==> src/pfd_pkg.sv <==
// Package for the frame field decoder: parse phases, wire types and sizes.
`timescale 1ns / 1ps

package pfd_pkg;

	localparam int VALUE_W    = 32;
	localparam int NUM_FIELDS = 6;
	localparam int ACC_W      = 64;
	localparam int SHIFT_W    = 7;
	localparam int FIELD_W    = 3;

	localparam logic [7:0]         OPCODE_RESET = 8'd3;
	localparam logic [SHIFT_W-1:0] SHIFT_STEP   = 7'd7;
	localparam logic [SHIFT_W-1:0] SHIFT_LIMIT  = 7'd64;
	localparam logic [VALUE_W-1:0] SKIP_I32     = 32'd4;
	localparam logic [VALUE_W-1:0] SKIP_I64     = 32'd8;

	// protobuf wire types
	localparam logic [2:0] WT_VARINT = 3'd0;
	localparam logic [2:0] WT_I64    = 3'd1;
	localparam logic [2:0] WT_LEN    = 3'd2;
	localparam logic [2:0] WT_I32    = 3'd5;

	// field select code: zero means no held field is addressed
	localparam logic [FIELD_W-1:0] FIELD_NONE = 3'd0;
	localparam logic [FIELD_W-1:0] FIELD_BAD  = 3'd7;

	typedef enum logic [5:0] {
		PH_OPCODE = 6'b000001,
		PH_TAG    = 6'b000010,
		PH_VALUE  = 6'b000100,
		PH_LENGTH = 6'b001000,
		PH_SKIP   = 6'b010000,
		PH_ERROR  = 6'b100000
	} phase_t;

	typedef logic [VALUE_W-1:0] value_t;

endpackage

==> src/protobuf_frame_field_decoder_core.sv <==
// Top level: byte-serial protobuf frame decoder with six held varint fields.
//
//  channel | signals                                   | dir | transaction
//  --------+-------------------------------------------+-----+------------------------------
//  cfg     | cfg_valid, cfg_ready, frame_opcode        | in  | one opcode register write
//  in      | in_valid, in_ready, data_byte, last_byte  | in  | one frame byte
//  out     | out_valid, out_ready, frame_ok, 6 values  | out | one result per last byte
//
// One byte per cycle when not stalled; out_valid is set as the last byte leaves stage 1.
// The rate is set by the combinational varint shift-or and phase update on the stage-1 reg.
// arst_n clears the parse state, held values and opcode (to 3); cfg_ready is always high.
// A last byte waits in stage 1 while the result register is full, which stalls in_ready.
`timescale 1ns / 1ps

module protobuf_frame_field_decoder_core
	import pfd_pkg::*;
(
	input  logic         clk,
	input  logic         arst_n,
	input  logic         cfg_valid,
	output logic         cfg_ready,
	input  logic [7:0]   frame_opcode,
	input  logic         in_valid,
	output logic         in_ready,
	input  logic [7:0]   data_byte,
	input  logic         last_byte,
	output logic         out_valid,
	input  logic         out_ready,
	output logic         frame_ok,
	output logic [31:0]  power_value,
	output logic [31:0]  cadence_value,
	output logic [31:0]  speed_hundredths,
	output logic [31:0]  heart_rate,
	output logic [31:0]  extra_one,
	output logic [31:0]  extra_two
);

	logic [7:0] opcode_q;

	// stage 1: accepted byte
	logic       valid_s1;
	logic [7:0] byte_s1;
	logic       last_s1;

	// parse state
	phase_t             phase_q;
	logic [ACC_W-1:0]   acc_q;
	logic [SHIFT_W-1:0] shift_q;
	logic [FIELD_W-1:0] field_q;
	value_t             skip_q;
	value_t             held_q [NUM_FIELDS];

	// result register
	logic   res_valid_q;
	logic   res_ok_q;
	value_t res_vals_q [NUM_FIELDS];

	logic go_s1;

	// next-state logic
	phase_t             phase_n;
	logic [ACC_W-1:0]   acc_n;
	logic [ACC_W-1:0]   acc_or;
	logic [SHIFT_W-1:0] shift_n;
	logic [SHIFT_W-1:0] shift_inc;
	logic [FIELD_W-1:0] field_n;
	value_t             skip_n;
	logic               held_we;
	value_t             held_wdata;
	logic               ok_n;

	assign cfg_ready = 1'b1;
	assign go_s1     = valid_s1 && (!last_s1 || !res_valid_q || out_ready);
	assign in_ready  = !valid_s1 || go_s1;

	always_comb begin
		phase_n    = phase_q;
		acc_n      = acc_q;
		shift_n    = shift_q;
		field_n    = field_q;
		skip_n     = skip_q;
		held_we    = 1'b0;
		held_wdata = acc_q[VALUE_W-1:0];
		acc_or     = acc_q | (ACC_W'(byte_s1[6:0]) << shift_q[5:0]);
		shift_inc  = shift_q + SHIFT_STEP;

		unique case (phase_q)
			PH_OPCODE: begin
				phase_n = (byte_s1 == opcode_q) ? PH_TAG : PH_ERROR;
			end
			PH_SKIP: begin
				skip_n = (skip_q != '0) ? skip_q - 1'b1 : skip_q;
				if (skip_n == '0) begin
					phase_n = PH_TAG;
				end
			end
			PH_TAG, PH_VALUE, PH_LENGTH: begin
				acc_n = acc_or;
				if (byte_s1[7]) begin
					shift_n = shift_inc;
					if (shift_inc >= SHIFT_LIMIT) begin
						phase_n = PH_ERROR;
					end
				end else begin
					acc_n   = '0;
					shift_n = '0;
					if (phase_q == PH_TAG) begin
						// field numbers outside 1..6 (also huge ones) map to no field
						if (acc_or[ACC_W-1:6] == '0 && acc_or[5:3] != FIELD_NONE
								&& acc_or[5:3] != FIELD_BAD) begin
							field_n = acc_or[5:3];
						end else begin
							field_n = FIELD_NONE;
						end
						case (acc_or[2:0])
							WT_VARINT: phase_n = PH_VALUE;
							WT_LEN:    phase_n = PH_LENGTH;
							WT_I32: begin
								skip_n  = SKIP_I32;
								phase_n = PH_SKIP;
							end
							WT_I64: begin
								skip_n  = SKIP_I64;
								phase_n = PH_SKIP;
							end
							default:   phase_n = PH_ERROR;
						endcase
					end else if (phase_q == PH_VALUE) begin
						held_we    = (field_q != FIELD_NONE);
						held_wdata = acc_or[VALUE_W-1:0];
						phase_n    = PH_TAG;
					end else begin
						if (acc_or[ACC_W-1:VALUE_W] != '0) begin
							phase_n = PH_ERROR;
						end else if (acc_or == '0) begin
							phase_n = PH_TAG;
						end else begin
							skip_n  = acc_or[VALUE_W-1:0];
							phase_n = PH_SKIP;
						end
					end
				end
			end
			PH_ERROR: begin
				phase_n = PH_ERROR;
			end
			default: begin
				phase_n = PH_ERROR;
			end
		endcase

		ok_n = (phase_n == PH_TAG) && (shift_n == '0);
	end

	always_ff @(posedge clk or negedge arst_n) begin
		if (!arst_n) begin
			opcode_q <= OPCODE_RESET;
		end else if (cfg_valid && cfg_ready) begin
			opcode_q <= frame_opcode;
		end
	end

	always_ff @(posedge clk or negedge arst_n) begin
		if (!arst_n) begin
			valid_s1 <= 1'b0;
		end else if (in_ready) begin
			valid_s1 <= in_valid;
		end
	end

	always_ff @(posedge clk) begin
		if (in_ready && in_valid) begin
			byte_s1 <= data_byte;
			last_s1 <= last_byte;
		end
	end

	always_ff @(posedge clk or negedge arst_n) begin
		if (!arst_n) begin
			phase_q <= PH_OPCODE;
			acc_q   <= '0;
			shift_q <= '0;
			field_q <= FIELD_NONE;
			skip_q  <= '0;
			for (int i = 0; i < NUM_FIELDS; i++) begin
				held_q[i] <= '0;
			end
		end else if (go_s1) begin
			for (int i = 0; i < NUM_FIELDS; i++) begin
				if (held_we && field_q == FIELD_W'(i + 1)) begin
					held_q[i] <= held_wdata;
				end
			end
			if (last_s1) begin
				phase_q <= PH_OPCODE;
				acc_q   <= '0;
				shift_q <= '0;
				field_q <= FIELD_NONE;
				skip_q  <= '0;
			end else begin
				phase_q <= phase_n;
				acc_q   <= acc_n;
				shift_q <= shift_n;
				field_q <= field_n;
				skip_q  <= skip_n;
			end
		end
	end

	always_ff @(posedge clk or negedge arst_n) begin
		if (!arst_n) begin
			res_valid_q <= 1'b0;
		end else if (go_s1 && last_s1) begin
			res_valid_q <= 1'b1;
		end else if (out_ready) begin
			res_valid_q <= 1'b0;
		end
	end

	// snapshot includes a value written by the last byte itself
	always_ff @(posedge clk) begin
		if (go_s1 && last_s1) begin
			res_ok_q <= ok_n;
			for (int i = 0; i < NUM_FIELDS; i++) begin
				res_vals_q[i] <= (held_we && field_q == FIELD_W'(i + 1)) ? held_wdata
					: held_q[i];
			end
		end
	end

	assign out_valid        = res_valid_q;
	assign frame_ok         = res_ok_q;
	assign power_value      = res_vals_q[0];
	assign cadence_value    = res_vals_q[1];
	assign speed_hundredths = res_vals_q[2];
	assign heart_rate       = res_vals_q[3];
	assign extra_one        = res_vals_q[4];
	assign extra_two        = res_vals_q[5];

	a_last_loads_result: assert property (@(posedge clk) disable iff (!arst_n)
		go_s1 && last_s1 |=> res_valid_q)
		else $error("last byte processed but no result loaded");

	a_stall_holds_s1: assert property (@(posedge clk) disable iff (!arst_n)
		valid_s1 && !go_s1 |=> valid_s1 && $stable(byte_s1) && $stable(last_s1))
		else $error("stage 1 byte lost during stall");

	a_skip_nonzero: assert property (@(posedge clk) disable iff (!arst_n)
		phase_q == PH_SKIP |-> skip_q != '0)
		else $error("skip phase with nothing left to skip");

	a_shift_in_range: assert property (@(posedge clk) disable iff (!arst_n)
		phase_q != PH_ERROR |-> shift_q < SHIFT_LIMIT)
		else $error("varint shift past 64 bits outside error phase");

endmodule
==> config.mk <==
export PLATFORM = sky130hd
export DESIGN_NAME = protobuf_frame_field_decoder_core
export DESIGN_NICKNAME = d
export VERILOG_FILES = /design/src/pfd_pkg.sv /design/src/protobuf_frame_field_decoder_core.sv
export SDC_FILE = /design/constraint.sdc
export NUM_CORES = 1
export LEC_CHECK = 0
export BUFFER_PORTS_ARGS = -buffer_cell sky130_fd_sc_hd__clkbuf_2
export CORE_MARGIN = 2
export CORE_UTILIZATION = 50
export CTS_BUF_LIST = sky130_fd_sc_hd__clkbuf_4 sky130_fd_sc_hd__clkbuf_8 sky130_fd_sc_hd__clkbuf_16
export DETAILED_ROUTE_END_ITERATION = 7
export MAX_ROUTING_LAYER = met4
export PLACE_DENSITY = 0.69
export RECOVER_POWER = 100
export SLEW_MARGIN = 20
export SYNTH_ARGS = -nofsm -noshare
export SYNTH_HDL_FRONTEND = slang
export SYNTH_SLANG_ARGS = --single-unit
==> constraint.sdc <==
create_clock -name clk -period 7.2 [get_ports clk]
set_clock_uncertainty 0.05 [all_clocks]
set_input_delay 0.36 -clock clk [delete_from_list [all_inputs] [get_ports clk]]
set_output_delay 0.36 -clock clk [all_outputs]
set_load 0.01 [all_outputs]
==> results of run 1 <==
[critical path: cells and delay by family, from the launching register on]
kind	cells	cell delay [ns]
DFF	1	0.39
and+or+nand+nor	2	0.87
muxes	1	0.65
buffers and inverters	2	3.28
[cells by family after synthesis]
logic type,after synthesis
xor+xnor,19
flops,516
simple gates,726
mux,173
fa+ha+maj,2
buf+inv,164
other cells,1
compound gates,522
[Yosys cell counts, drive strengths merged (5+ instances only)]
| cell type | instances | area share, % |
|---|---|---|
| a2bb2oi | 5 | 0.19 |
| or4 | 5 | 0.16 |
| nor2 | 102 | 1.7 |
| nor4 | 27 | 0.73 |
| a31oi | 28 | 0.76 |
| a221oi | 12 | 0.46 |
| o211ai | 5 | 0.22 |
| a22oi | 9 | 0.29 |
| xor2 | 12 | 0.46 |
| nand3 | 20 | 0.43 |
| nand2 | 460 | 7.5 |
| nor2b | 7 | 0.19 |
| clkbuf | 119 | 1.9 |
| o22ai | 29 | 0.87 |
| nand2b | 11 | 0.30 |
| a21o | 10 | 0.33 |
| inv | 26 | 0.42 |
| buf | 18 | 0.51 |
| edfxtp | 202 | 26 |
| dfrtp | 311 | 34 |
| a22o | 20 | 0.76 |
| mux2i | 12 | 0.54 |
| nand4 | 9 | 0.24 |
| a32oi | 5 | 0.19 |
| or3 | 13 | 0.35 |
| or2 | 8 | 0.22 |
| xnor2 | 7 | 0.27 |
| a21oi | 83 | 1.8 |
| a211o | 5 | 0.23 |
| mux2 | 160 | 7.9 |
| nor3 | 23 | 0.50 |
| and2 | 13 | 0.35 |
| nor4b | 8 | 0.30 |
| o21ai | 260 | 5.6 |
| o31ai | 8 | 0.26 |
[power groups by stage]
stage          combinational (uW)  sequential, uW  clock (uW)
2_1_floorplan                 759            3300           0
3_3_place_gp                 1120            3340           0
3_5_place_dp                 1120            3340           0
4_1_cts                      1130            3290        2750
5_1_grt                      1230            3300        2870
6_report                     1140            3290        2710
[what timing repair did]
action,4_1_cts,5_1_grt
setup endpoints to repair,0,0
hold buffers,20,0
endpoints found under the hold margin,100,0
[layer usage]
| metal | wire [um] | vias to the layer above | part of all wire, % |
|---|---|---|---|
| met5 | 0 | - | 0 |
| met4 | 2420 | 0 | 3.6 |
| met2 | 31200 | 745 | 46 |
| met1 | 28800 | 8713 | 43 |
| li1 | - | 8008 | - |
| met3 | 4850 | 148 | 7.2 |
[stage by stage]
| stage | hold WS (ns) | util, % | instance area [um^2] |
|---|---|---|---|
| after floorplan | 0.0144 | - | 23100 |
| after global placement | 0.388 | 54.3 | 24700 |
| after detailed placement | 0.391 | 54.3 | 24700 |
| after CTS | 0.111 | 58.6 | 26600 |
| after global routing | 0.143 | 57.8 | 26300 |
| final | 0.141 | 57.8 | 26300 |
[state kept, by name, indices dropped and copies added (netlist names)]
| register | flops |
|---|---|
| acc_q | 64 |
| byte_s1 | 8 |
| field_q | 3 |
| frame_ok | 1 |
| held_q | 192 |
| last_s1 | 1 |
| opcode_q | 8 |
| out_valid | 1 |
| phase_q | 6 |
| res_vals_q | 192 |
| shift_q | 7 |
| skip_q | 32 |
| valid_s1 | 1 |
[final cells by class]
| class | instances | area, um^2 | area share, % |
|---|---|---|---|
| multi-input combinational | 1443 | 8520 | 32.4 |
| antenna | 1 | 2.50 | 0.00952 |
| clock buffer | 66 | 1430 | 5.42 |
| tap | 600 | 751 | 2.85 |
| clock inverter | 32 | 304 | 1.16 |
| inverter | 27 | 103 | 0.390 |
| timing repair buffer | 270 | 1260 | 4.80 |
| sequential | 516 | 13900 | 53.0 |
[worst max-delay path by stage]
stage / depth (start not counted) / slack (ns) / end
after detailed placement: 9 / 2.36 / skip_q[23]
final: 5 / 1.37 / held_q[63]
after global placement: 9 / 2.34 / skip_q[31]
after CTS: 9 / 2.37 / skip_q[31]
after global routing: 8 / 0.99 / field_q[1]
after floorplan: 8 / 1.13 / frame_ok
==> flow_summary.ini, run 1 <==
[grt]
met3_usage_pct = 4.82
grt_pass1_wl_mm = 102
top_usage_layer = met2
track_usage_pct = 28.9
grt_pass1_vias = 16900
grt_max_degree = 185
use_met1_pct = 39.4
use_met2_pct = 44.3
overflow = 0
antenna_found_initial = 1

[power]
pwr-share-seq_pct = 46.1
vdd_ir_drop_max_mv = 0.211
power_density_nw_per_um2 = 271
clockPowerShare_pct = 38.0
p_int_uw = 5050
power_uw = 7140
power_frac_comb_pct = 15.9
power.leakage_uw = 0.0110
p_sw_uw = 2090
p_sw_share_pct = 29.3

[final_layout]
syn_to_final_growth_pct = 13.9
nFillCells = 3896
final_cell_mix = 459 x nand2_1, 311 x dfrtp_1, 258 x o21ai_0
final_common_cell = nand2_1
drive_gt1_share_pct = 13.2
fin_cells = 2955
final_net_count = 2334

[synth]
synthesis.nets = 2147
syn_area_um2 = 23100
synth_compound_area_share_pct = 13.7
syn_inst = 2123
synthSimpleGateAreaFrac_pct = 13.7
synth_edf_count = 202
synth_top_family_by_area = compound AO/OA/AOI/OAI gates
synth.avg_cell_area_um2 = 10.9
synthFlopType = dfrtp_1
synth-seq-cells = 516
synth_xor_area_share_pct = 0.721
yosys-mux-area-fraction_pct = 8.55
synth_cell_types = 82
synth-seq-area-share_pct = 60.3
synthAdderAreaFrac_pct = 0.108
async_flop_share_pct = 60.9
ys_warn_count = 0

[setup_path]
regToRegSetupSlack_ns = 1.37
cp_slowest_stage_delay_ns = 3.08
r2r_end = held_q[63]
crit_chain = clkinv_1 -> or3_1 -> and2_0 -> clkbuf_2 -> mux2_2
critical_path_class = register to register
critPathSlowestCell = clkbuf_2
r2r_start = last_s1
ff2ff_path_depth = 5
required_ns = 7.68
arrival_ns = 6.31
end_kind = register
crit_fanout = 184
crit_start = last_s1
crit_path_start_kind = register

[clocking]
cts_setup_buffers = 0
htree_levels = 2
clk_pin_slew_worst_paths_ns = 0.06
clock-sinks = 516
clk_latency_ns = 0.62
root_buffer = clkbuf_16
cts_buffers = 52
clock_path_buffers = 3
cts_resized = 0
cts_tree = built

[routing]
avgRoutedWirePerCell_um = 22.8
first_pass_iters = 6
wl_mm = 67.3
drt-vias-per-instance = 5.96
drt_iter0_drc = 1801
vias = 17600
drc = 0
postRouteAntennaNets = 0

[status]
status = complete, but fails checks
violations = max-capacitance violations, max-slew violations

[floorplan]
die_w_um = 219
num_rows = 78
io_pins = 218
die_area_um2 = 47900
coreArea_um2 = 45500
initial_utilization_pct = 50.8
die_h_um = 219

[timing]
hold_viol = 0
period_minus_slack_ns = 5.83
slew_headroom_pct = -256
setup_violations = 0
timing.fmax_ghz = 0.171
rsz0062_at_grt = false
fin_ws_ns = 1.37
worst_pin_slew_ns = 5.34
timing.setup.tns_ns = 0
finalMaxSlewViolations = 624
fin_crit_sh_pct = 81.0

[placement]
dpl.hpwl_mm = 44.7
finalWeightedCongestion = 0.973
place_ws_ns = 2.36
port_buffers = 216
dpl.cell_count = 2835

[hold_path]
hp-start = cfg_valid
hp-class = input port to register
hold_path_end = opcode_q[2]
whs_path_depth = 2

[run]
drv_cap = 11
Power figures use the tool's default switching activity.
==> inputs of run 2 (changes only) <==
PLACE_DENSITY = 0.72   (was 0.69)
clock period = 5.2 ns   (was 7.2 ns; I/O delays follow)
==> run 2 against run 1 <==
Compared with the run above:
- first-iteration DRC count rose by 1.1%
- non-clock buffer count rose by 27
- largest power group unchanged
- the flow still finishes with violations (max-capacitance violations, max-slew violations)
- sequential share of layout area fell by 0.72 points
- sequential power rose by 39%
==> flow_summary.ini, run 2 (same netlist as run 1, synthesis figures left out) <==
[status]
status = complete, but fails checks
violations = max-capacitance violations, max-slew violations

[clocking]
clk_latency_ns = 0.61
cts.hold.buffers_added = 29
cts_resized = 0
cts_setup_buffers = 0
clk_pin_slew_worst_paths_ns = 0.06
cts_tree = built
clock-sinks = 516
htree_levels = 2
clock_path_buffers = 3
cts_buffers = 53
root_buffer = clkbuf_16

[setup_path]
cp_top_family = simple AND/OR/NAND/NOR gates
crit_fanout = 38
critical_path_class = register to register
critPathSlowestCell = clkbuf_1
worst-path-buf-inv = 2
arrival_ns = 5.32
crit_top_cell = nand3_1
required_ns = 5.62
ff2ff_path_depth = 9
crit_path_start_kind = register
regToRegSetupSlack_ns = 0.31
cp_slowest_stage_delay_ns = 1.08
crit_chain = nor3_1 -> nand3_1 -> nor2_1 -> clkbuf_1 -> nand3_1 -> buf_4 -> nand2_1 -> o21ai_0 -> mux2_2
r2r_end = held_q[186]
r2r_start = phase_q[1]
end_kind = register

[hold_path]
hold_path_end = last_s1
hp-class = input port to register
whs_path_depth = 2
hp-start = last_byte

[routing]
wl_mm = 67.9
postRouteAntennaNets = 0
vias = 17800
drt-vias-per-instance = 5.97
avgRoutedWirePerCell_um = 22.8
first_pass_iters = 6
drt_iter0_drc = 1821
drc = 0

[timing]
worst_pin_slew_ns = 3.08
hold_viol = 0
timing.setup.tns_ns = 0
slew_headroom_pct = -106
timing.fmax_ghz = 0.204
rsz0062_at_grt = false
finalMaxSlewViolations = 424
setup_violations = 0
fin_crit_sh_pct = 94.0
period_minus_slack_ns = 4.89

[floorplan]
coreArea_um2 = 45500
io_pins = 218
die_w_um = 219
die_h_um = 219
initial_utilization_pct = 50.8
num_rows = 78
die_area_um2 = 47900

[power]
power_density_nw_per_um2 = 385
vdd_ir_drop_max_mv = 0.230
power.leakage_uw = 0.0112
power_uw = 10300

[grt]
grt_max_degree = 191
overflow = 0
grt_pass1_wl_mm = 104
track_usage_pct = 29.2
grt_pass1_vias = 17200
antenna_found_initial = 1

[final_layout]
biggestRegsByFlops = held_q x192, res_vals_q x192, acc_q x64
n_antenna_cell = 0
final_common_cell = nand2_1
nFillCells = 3771
final_cell_mix = 459 x nand2_1, 311 x dfrtp_1, 258 x o21ai_0
drive_gt1_share_pct = 13.6
final_net_count = 2362
syn_to_final_growth_pct = 15.5

[placement]
dpl.hpwl_mm = 45.9
finalWeightedCongestion = 0.933
port_buffers = 216

[run]
drv_cap = 7
[run 2: changes by cell type in the layout (fill, tap and decap cells not counted), sizes merged, moves of 3 or more]
cell / before / now
clkbuf: 299 / 304
buf: 17 / 31
dlygate4sd3: 20 / 29
bufinv: 3 / 9
clkinv: 21 / 18
[run 2: final cells by class]
type                            count  area [um^2]  area share [%]
Clock buffer                       67         1470            5.50
Sequential cell                   516        13900            52.2
Tap cell                          600          751            2.82
Timing Repair Buffer              297         1460            5.49
Clock inverter                     33          428            1.61
Multi-Input combinational cell   1443         8520            32.0
Inverter                           27          104           0.390
[run 2: metal layers]
metal,part of all wire (%),vias up,GRT usage [%]
met1,43,8815,39.9
met4,3.5,0,10.5
met3,6.9,135,4.13
met2,47,791,44.8
met5,0,-,-
li1,-,8068,-
[run 2: where the power goes]
part | switching [uW] | leakage, uW | total (uW) | internal [uW]
logic | 1080 | 0.00389 | 1610 | 523
registers | 190 | 0.00637 | 4560 | 4370
clock network | 1640 | 0.000935 | 4100 | 2460
total | 2920 | 0.0112 | 10300 | 7350
[run 2: worst max-delay path by stage]
stage,start,endpoint,cells after the start
finish,phase_q[1],held_q[186],9
global placement,shift_q[0],skip_q[12],9
CTS,shift_q[0],skip_q[14],9
detailed placement,shift_q[0],skip_q[14],9
floorplan,last_s1,frame_ok,8
global route,phase_q[1],held_q[188],9
[run 2: per-stage QoR]
| step | instance area, um^2 | setup WS (ns) | util [%] | hold slack, ns | instances |
|---|---|---|---|---|---|
| finish | 26700 | 0.309 | 58.6 | 0.324 | 2983 |
| global route | 26700 | 0.156 | 58.6 | 0.323 | 2983 |
| CTS | 27000 | 0.558 | 59.5 | 0.280 | 2983 |
| detailed placement | 24900 | 0.593 | 54.6 | 0.364 | 2854 |
| global placement | 24900 | 0.645 | 54.6 | 0.367 | 2854 |
| floorplan | 23100 | 0.0644 | - | -0.0856 | 2123 |
